--- src/hw/rtl/dxt_pkg.sv ---
// ----------------------------------------------------------------------------
// dxt_pkg
// Shared types, constants and helpers for the DXT block compressor.
// ----------------------------------------------------------------------------
package dxt_pkg;

	localparam logic [14:0] RECIP3  = 15'((1 << 16) / 3 + 1);
	localparam logic [13:0] RECIP7  = 14'((1 << 16) / 7 + 1);
	localparam logic [12:0] RECIP14 = 13'((1 << 16) / 14 + 1);
	localparam logic [7:0]  MASK5   = 8'hF8;
	localparam logic [7:0]  MASK6   = 8'hFC;
	localparam int unsigned BOX_SHRINK = 4;

	localparam logic [2:0] SCALE_HI [3] = '{3'd6, 3'd5, 3'd4};
	localparam logic [2:0] SCALE_LO [3] = '{3'd1, 3'd2, 3'd3};

	// commands from the controller to the datapath
	typedef struct packed {
		logic       load_row;
		logic [1:0] row;
		logic       inset;
		logic       pal;
		logic       thr;
		logic       idx;
		logic [3:0] ptr;
		logic       sel_alpha;
	} cmd_t;

	typedef struct packed {
		logic mode;
	} stat_t;

	function automatic logic [7:0] sat8(input logic [9:0] v);
		sat8 = (v > 10'd255) ? 8'hFF : v[7:0];
	endfunction

	function automatic logic [7:0] absdiff(input logic [7:0] a, input logic [7:0] b);
		absdiff = (a > b) ? a - b : b - a;
	endfunction

endpackage

--- src/hw/rtl/dxt_datapath.sv ---
// ----------------------------------------------------------------------------
// dxt_datapath
// Pixel store, bounding box, palette, alpha thresholds and index shifters.
// ----------------------------------------------------------------------------
module dxt_datapath (
	input  logic           clk,
	input  logic           arst_n,
	input  dxt_pkg::cmd_t  cmd,
	input  logic [31:0]    pixel_a,
	input  logic [31:0]    pixel_b,
	input  logic [31:0]    pixel_c,
	input  logic [31:0]    pixel_d,
	input  logic           cfg_wr_en,
	input  logic           cfg_wr_data,
	output dxt_pkg::stat_t stat,
	output logic [63:0]    block_word
);
	import dxt_pkg::*;

	logic [31:0] px [4];
	logic [31:0] store_q [16];
	logic [7:0]  min_q [4];
	logic [7:0]  max_q [4];
	logic [7:0]  rmin [4];
	logic [7:0]  rmax [4];
	logic [7:0]  lo_q [4];
	logic [7:0]  hi_q [4];
	logic [7:0]  pal_q [4][3];
	logic [7:0]  pal_d [4][3];
	logic [7:0]  mid_q;
	logic [8:0]  aq_q [6];
	logic [7:0]  mid_d;
	logic [8:0]  aq_d [6];
	logic [7:0]  th_q [7];
	logic [31:0] cbits_q;
	logic [47:0] abits_q;
	logic        mode_q;
	logic        blk_mode_q;
	logic [31:0] cur;
	logic [1:0]  cidx;
	logic [2:0]  aidx;
	logic [15:0] max565;
	logic [15:0] min565;

	assign px[0] = pixel_a;
	assign px[1] = pixel_b;
	assign px[2] = pixel_c;
	assign px[3] = pixel_d;

	// running box over the incoming row
	always_comb begin
		for (int c = 0; c < 4; c++) begin
			rmin[c] = min_q[c];
			rmax[c] = max_q[c];
			for (int i = 0; i < 4; i++) begin
				if (px[i][8*c +: 8] < rmin[c]) rmin[c] = px[i][8*c +: 8];
				if (px[i][8*c +: 8] > rmax[c]) rmax[c] = px[i][8*c +: 8];
			end
		end
	end

	always_ff @(posedge clk or negedge arst_n) begin
		if (!arst_n) begin
			for (int c = 0; c < 4; c++) begin
				min_q[c] <= 8'hFF;
				max_q[c] <= 8'h00;
			end
			mode_q     <= 1'b0;
			blk_mode_q <= 1'b0;
		end else begin
			if (cfg_wr_en) mode_q <= cfg_wr_data;
			if (cmd.load_row) begin
				min_q <= rmin;
				max_q <= rmax;
			end else if (cmd.inset) begin
				for (int c = 0; c < 4; c++) begin
					min_q[c] <= 8'hFF;
					max_q[c] <= 8'h00;
				end
				blk_mode_q <= mode_q;
			end
		end
	end

	assign stat.mode = blk_mode_q;

	// palette and alpha quotients
	always_comb begin
		logic [7:0]  h;
		logic [7:0]  l;
		logic [9:0]  s2;
		logic [9:0]  s3;
		logic [24:0] p2;
		logic [24:0] p3;
		logic [10:0] sa;
		logic [10:0] sb;
		logic [24:0] qa;
		logic [24:0] qb;
		logic [20:0] pm;
		for (int c = 0; c < 3; c++) begin
			h = hi_q[c] & ((c == 1) ? MASK6 : MASK5);
			l = lo_q[c] & ((c == 1) ? MASK6 : MASK5);
			pal_d[0][c] = (c == 1) ? (h | (h >> 6)) : (h | (h >> 5));
			pal_d[1][c] = (c == 1) ? (l | (l >> 6)) : (l | (l >> 5));
			s2 = {1'b0, pal_d[0][c], 1'b0} + {2'b00, pal_d[1][c]};
			s3 = {2'b00, pal_d[0][c]} + {1'b0, pal_d[1][c], 1'b0};
			p2 = 25'(s2) * 25'(RECIP3);
			p3 = 25'(s3) * 25'(RECIP3);
			pal_d[2][c] = sat8(p2[25-1:16] > 9'd255 ? 10'h3FF : {1'b0, p2[24:16]});
			pal_d[3][c] = sat8(p3[25-1:16] > 9'd255 ? 10'h3FF : {1'b0, p3[24:16]});
		end
		pm = 21'(hi_q[3] - lo_q[3]) * 21'(RECIP14);
		mid_d = pm[23-3:16] > 5'd0 ? 8'(pm[20:16]) : 8'd0;
		for (int k = 0; k < 3; k++) begin
			sa = 11'(SCALE_HI[k]) * 11'(hi_q[3]) + 11'(SCALE_LO[k]) * 11'(lo_q[3]);
			sb = 11'(SCALE_LO[k]) * 11'(hi_q[3]) + 11'(SCALE_HI[k]) * 11'(lo_q[3]);
			qa = 25'(sa) * 25'(RECIP7);
			qb = 25'(sb) * 25'(RECIP7);
			aq_d[k]     = qa[24:16];
			aq_d[3 + k] = qb[24:16];
		end
	end

	// per-pixel index selection
	always_comb begin
		logic [9:0] d [4];
		logic       b0, b1, b2, b3, b4;
		logic [2:0] cnt;
		cur = store_q[cmd.ptr];
		for (int k = 0; k < 4; k++) begin
			d[k] = 10'(absdiff(cur[7:0], pal_q[k][0])) + 10'(absdiff(cur[15:8], pal_q[k][1]))
				+ 10'(absdiff(cur[23:16], pal_q[k][2]));
		end
		b0 = d[0] > d[3];
		b1 = d[1] > d[2];
		b2 = d[0] > d[2];
		b3 = d[1] > d[3];
		b4 = d[2] > d[3];
		cidx = {(b2 && b1) || (b3 && b0), b4 && b0};
		cnt = 3'd1;
		for (int k = 0; k < 7; k++) begin
			if (cur[31:24] <= th_q[k]) cnt = cnt + 3'd1;
		end
		aidx = (cnt < 3'd2) ? (cnt ^ 3'd1) : cnt;
	end

	always_ff @(posedge clk) begin
		if (cmd.load_row) begin
			for (int i = 0; i < 4; i++) store_q[{cmd.row, 2'(i)}] <= px[i];
		end
		if (cmd.inset) begin
			for (int c = 0; c < 4; c++) begin
				lo_q[c] <= min_q[c] + ((max_q[c] - min_q[c]) >> BOX_SHRINK);
				hi_q[c] <= max_q[c] - ((max_q[c] - min_q[c]) >> BOX_SHRINK);
			end
		end
		if (cmd.pal) begin
			pal_q <= pal_d;
			mid_q <= mid_d;
			aq_q  <= aq_d;
		end
		if (cmd.thr) begin
			th_q[0] <= sat8(10'(lo_q[3]) + 10'(mid_q));
			for (int k = 0; k < 6; k++) th_q[1 + k] <= sat8(10'(aq_q[k]) + 10'(mid_q));
		end
		if (cmd.idx) begin
			cbits_q <= {cidx, cbits_q[31:2]};
			abits_q <= {aidx, abits_q[47:3]};
		end
	end

	assign max565 = {hi_q[0][7:3], hi_q[1][7:2], hi_q[2][7:3]};
	assign min565 = {lo_q[0][7:3], lo_q[1][7:2], lo_q[2][7:3]};
	assign block_word = cmd.sel_alpha ? {abits_q, lo_q[3], hi_q[3]}
	                                  : {cbits_q, min565, max565};

endmodule

--- src/hw/rtl/dxt_ctrl.sv ---
// ----------------------------------------------------------------------------
// dxt_ctrl
// Sequencer: row loading, setup steps, index sweep and word hand-off.
// ----------------------------------------------------------------------------
module dxt_ctrl (
	input  logic           clk,
	input  logic           arst_n,
	input  logic           in_valid,
	output logic           in_stall,
	output logic           out_valid,
	input  logic           out_stall,
	output logic           block_last,
	input  dxt_pkg::stat_t stat,
	output dxt_pkg::cmd_t  cmd
);
	import dxt_pkg::*;

	localparam logic [2:0] S_LOAD  = 3'd0;
	localparam logic [2:0] S_INSET = 3'd1;
	localparam logic [2:0] S_PAL   = 3'd2;
	localparam logic [2:0] S_THR   = 3'd3;
	localparam logic [2:0] S_IDX   = 3'd4;
	localparam logic [2:0] S_ALPHA = 3'd5;
	localparam logic [2:0] S_COLOR = 3'd6;

	logic [2:0] state_q;
	logic [1:0] row_q;
	logic [3:0] ptr_q;

	assign in_stall   = (state_q != S_LOAD);
	assign out_valid  = (state_q == S_ALPHA) || (state_q == S_COLOR);
	assign block_last = (state_q == S_COLOR);

	always_comb begin
		cmd           = '0;
		cmd.row       = row_q;
		cmd.ptr       = ptr_q;
		cmd.load_row  = (state_q == S_LOAD) && in_valid;
		cmd.inset     = (state_q == S_INSET);
		cmd.pal       = (state_q == S_PAL);
		cmd.thr       = (state_q == S_THR);
		cmd.idx       = (state_q == S_IDX);
		cmd.sel_alpha = (state_q == S_ALPHA);
	end

	always_ff @(posedge clk or negedge arst_n) begin
		if (!arst_n) begin
			state_q <= S_LOAD;
			row_q   <= 2'd0;
			ptr_q   <= 4'd0;
		end else begin
			case (state_q)
				S_LOAD: begin
					if (in_valid) begin
						row_q <= row_q + 2'd1;
						if (row_q == 2'd3) state_q <= S_INSET;
					end
				end
				S_INSET: state_q <= S_PAL;
				S_PAL:   state_q <= S_THR;
				S_THR: begin
					ptr_q   <= 4'd0;
					state_q <= S_IDX;
				end
				S_IDX: begin
					ptr_q <= ptr_q + 4'd1;
					if (ptr_q == 4'd15) state_q <= stat.mode ? S_ALPHA : S_COLOR;
				end
				S_ALPHA: if (!out_stall) state_q <= S_COLOR;
				S_COLOR: if (!out_stall) state_q <= S_LOAD;
				default: state_q <= S_LOAD;
			endcase
		end
	end

endmodule

--- src/hw/rtl/dxt_block_compressor.sv ---
// Before the first word is offered, the four rows are loaded, then the inset,
// palette and threshold setup steps run, then the pixels are swept one pixel
// a cycle through the shared index unit. Rows load one a cycle while in_valid
// is high, and input is stalled while a block is processed or emitted.
// Reset (arst_n low, asynchronous): row count, box min/max, mode and the
// sequencer clear; the pixel store and index registers are left as they are.
// ----------------------------------------------------------------------------
// dxt_block_compressor
// DXT1 / DXT5 encoder for one 4x4 RGBA block received as four rows.
// ----------------------------------------------------------------------------
module dxt_block_compressor (
	input  logic        clk,
	input  logic        arst_n,
	input  logic        in_valid,
	output logic        in_stall,
	input  logic [31:0] pixel_a,
	input  logic [31:0] pixel_b,
	input  logic [31:0] pixel_c,
	input  logic [31:0] pixel_d,
	output logic        out_valid,
	input  logic        out_stall,
	output logic [63:0] block_word,
	output logic        block_last,
	input  logic        cfg_wr_en,
	input  logic        cfg_wr_data
);
	import dxt_pkg::*;

	// commands flow controller -> datapath; block mode flows back
	cmd_t  cmd;
	stat_t stat;

	// Controller: hold input stalled outside row loading, advance through
	// inset, palette and threshold setup, sweep the sixteen pixels, then
	// offer the alpha item (DXT5 only) and the colour item.
	dxt_ctrl u_ctrl (
		.clk        (clk),
		.arst_n     (arst_n),
		.in_valid   (in_valid),
		.in_stall   (in_stall),
		.out_valid  (out_valid),
		.out_stall  (out_stall),
		.block_last (block_last),
		.stat       (stat),
		.cmd        (cmd)
	);

	// Datapath: store pixels, track the box, build palette and thresholds,
	// shift in indices and present the selected output word from registers.
	dxt_datapath u_dp (
		.clk         (clk),
		.arst_n      (arst_n),
		.cmd         (cmd),
		.pixel_a     (pixel_a),
		.pixel_b     (pixel_b),
		.pixel_c     (pixel_c),
		.pixel_d     (pixel_d),
		.cfg_wr_en   (cfg_wr_en),
		.cfg_wr_data (cfg_wr_data),
		.stat        (stat),
		.block_word  (block_word)
	);

endmodule

--- config.mk ---
export PLATFORM = sky130hd
export DESIGN_NAME = dxt_block_compressor
export DESIGN_NICKNAME = d
export VERILOG_FILES = /design/src/hw/rtl/dxt_pkg.sv /design/src/hw/rtl/dxt_datapath.sv /design/src/hw/rtl/dxt_ctrl.sv /design/src/hw/rtl/dxt_block_compressor.sv
export SDC_FILE = /design/constraint.sdc
export NUM_CORES = 2
export LEC_CHECK = 0
export BUFFER_PORTS_ARGS = -buffer_cell sky130_fd_sc_hd__buf_4
export CAP_MARGIN = 40
export CORE_MARGIN = 8
export CORE_UTILIZATION = 30
export DETAILED_ROUTE_END_ITERATION = 8
export PLACE_DENSITY = 0.47
export SLEW_MARGIN = 20
export SYNTH_ARGS = -nofsm -noshare
export SYNTH_HDL_FRONTEND = slang
export SYNTH_HIERARCHICAL = 1
export SYNTH_SLANG_ARGS = --single-unit
--- constraint.sdc ---
create_clock -name clk -period 32.2 [get_ports clk]
set_input_delay 6.44 -clock clk [delete_from_list [all_inputs] [get_ports clk]]
set_output_delay 6.44 -clock clk [all_outputs]
set_load 0.01 [all_outputs]
==> flow_metrics.tcl <==
set metrics [dict create \
    vias_per_cell 4.915 \
    die_height_um 548.1 \
    firstDrtPassIters 6 \
    clk_latency_ps 820 \
    r2r_cells 28 \
    cp_slowest_cell "a211oi_1" \
    stdcell_area_um2 95430 \
    critPathCaptureType "flop" \
    stdcell_count 11680 \
    holdPathEnd "u_dp/cbits_q[27]" \
    grt_pass1_wl_mm 371.4 \
    numPortBuffers 200 \
    hp-class "flop to flop" \
    drcViolationCount 0 \
    async_flop_share_pct 8.242 \
    cpMostUsedCell "o21a_1" \
    syn-cell-area_um2 84950 \
    multi_input_area_um2 53230 \
    synth-edff-count 835 \
    tns_ps 0 \
    cts_hold_buf 0 \
    layout_commonest_cell "ha_1" \
    cap_violations 0 \
    period_needed_ps 13670 \
    tightest_slew_ps 873.7 \
    finalCritPeriodShare_pct 42.46 \
    grt_usage_pct 16.01 \
    ctsResizeCount 0 \
    tritoncts "built" \
    synth_top_area_share_pct 29.52 \
    syn_area_per_cell_um2 11.24 \
    initial_core_util_pct 30.12 \
    wl_per_cell_um 20.88 \
    hold_start "u_dp/cbits_q[29]" \
    drive_gt1_share_pct 10.53 \
    yosysTopAreaCell "edfxtp_1" \
    ys_ff_latch 910 \
    clockRootBuffer "clkbuf_16" \
    seqCellArea_um2 27000 \
    synthFlopType "edfxtp_1" \
    status "finished, final reports clean" \
    critPathKind "primary input to flop" \
    synth_nets 9743 \
    cts_max_level 3 \
    clock-sinks 910 \
    rsz0062_at_grt "no" \
    cp.arrival_ps 14390 \
    antenna_found_initial 12 \
    gp_congestion 0.8517 \
    syn_inst 7557 \
    dieArea_um2 300400 \
    final_antenna_net_count 0 \
    setup_viol 0 \
    ys_warn_count 6 \
    fp.dieW_um 548.1 \
    r2r_setup_slack_ps 22930 \
    max_stage_delay_ps 740 \
    dp_cells 11470 \
    holdPathStages 0 \
    grt_max_degree 106 \
    cts_made_buffers 108 \
    r2r_start "u_ctrl/ptr_q[0]" \
    startpoint_type "primary input" \
    clk_path_buf_depth 3 \
    fmax_mhz 73.14 \
    cp_max_fo 16 \
    max_slew_margin_pct 41.40 \
    placed_area_um2 91450 \
    final_max_slew_viol_count 0 \
    pin_count 201 \
    wl_mm 243.9 \
    postCtsSetupBuffers 0 \
    core_area_um2 282000 \
    yosys-top-cells-area "edfxtp_1 30%, ha_1 24%, fa_1 9.4%" \
    nets 10030 \
    grt_pass1_vias 60050 \
    post-dp-hpwl_mm 190.7 \
    dr.first_iter.drc_count 3366 \
    yosysSeqAreaShare_pct 31.77 \
    clkTransAtPathRegs_ps 60 \
    critPathRequiredTime_ps 32920 \
    synth_cell_types 95 \
    num_vias 57420 \
    hold_viol_final 0 \
    grt-ovfl-total 0 \
    area_growth_syn_to_layout_pct 12.34 \
    reg2reg_to "u_dp/cbits_q[30]" \
    nFillCells 28360 \
    mostFrequentLayoutCells "1652 x ha_1, 1162 x inv_1, 835 x edfxtp_1, 400 x fa_1, 396 x a21oi_1" \
    rows 195 \
    clock_skew_ps 83.90 \
]
-- critical path: cells and delay by family --
kind | cells | cell delay [ps]
buffers and inverters | 5 | 940
and+or+nand+nor | 7 | 1010
muxes | 1 | 100
adders and majority gates | 4 | 1230
AOI/OAI and AO/OA | 20 | 4680
-- cells by family (layout without fill, tap and decap cells) --
kind of cell | Yosys count | after routing | synth area share, %
adder cells (fa/ha/maj) | 2052 | 2052 | 33.76
AO/OA/AOI/OAI | 1384 | 1384 | 10.59
buffers and inverters | 1265 | 1644 | 5.619
AND/OR/NAND/NOR | 1117 | 1117 | 6.544
flip-flops | 910 | 910 | 31.77
multiplexers | 436 | 436 | 7.665
XOR/XNOR | 393 | 393 | 4.052
other | 0 | 2 | 0
-- worst max-delay path by stage --
stage / from / to / slack (ps) / depth (start not counted)
global route: pixel_a[25] / u_dp/max_q[3] / 17990 / 39
CTS: pixel_a[1] / u_dp/max_q[30] / 18510 / 36
detailed placement: pixel_a[1] / u_dp/max_q[30] / 17650 / 36
global placement: pixel_a[9] / u_dp/max_q[16] / 17660 / 39
floorplan: in_valid / u_dp/store_q[0][0] / 15750 / 4
finish: pixel_a[1] / u_dp/max_q[30] / 18530 / 37
-- registers in the layout, indices dropped and copies added (netlist names), 2 cells and up --
signal          cells
u_dp/store_q      512
u_dp/pal_q         80
u_dp/th_q          56
u_dp/aq_q          54
u_dp/abits_q       48
u_dp/cbits_q       32
u_dp/max_q         32
u_dp/min_q         32
u_dp/hi_q          24
u_dp/lo_q          24
u_dp/mid_q          5
u_ctrl/ptr_q        4
u_ctrl/state_q      3
u_ctrl/row_q        2
-- layer usage --
| layer | GRT usage, % | share of wire (%) | wire [um] |
|---|---|---|---|
| met5 | 0 | 0 | 0 |
| met4 | 3.787 | 2.2 | 5369 |
| met3 | 1.638 | 3.3 | 8105 |
| met2 | 27.26 | 47 | 115500 |
| met1 | 21.92 | 47 | 114900 |
-- synth_stat cells (108+ instances only) --
library cell / instances
ha_1: 1652
inv_1: 1163
edfxtp_1: 835
fa_1: 400
a21oi_1: 397
xnor2_1: 283
nand2_1: 257
nor2_1: 257
o21ai_0: 230
a21o_1: 197
mux2i_1: 166
mux4_2: 160
nor2b_1: 126
o21a_1: 119
xor2_1: 110
mux2_2: 108
-- cell type report --
cell class              count  area share (%)
repair buffers            274           2.410
well taps                3743           4.908
clock inverters            78           1.067
flip-flops and latches    910           28.30
clock buffers             125           2.930
multi-input cells        5382           55.79
diodes                      2        0.005245
inverters                1167           4.596
-- through the flow --
stage | worst slack, ps | util [%] | hold slack, ps
6_report | 18530 | 33.83 | 441.2
5_1_grt | 17990 | 33.83 | 452.9
4_1_cts | 18510 | 33.78 | 436.2
3_5_place_dp | 17650 | 32.42 | 431.3
3_3_place_gp | 17660 | 32.33 | 424.5
2_1_floorplan | 15750 | - | 420.4
Power is left out: the tool's default activity adds up to more than one toggle a clock period on the data nets, which glitch-free logic cannot reach.
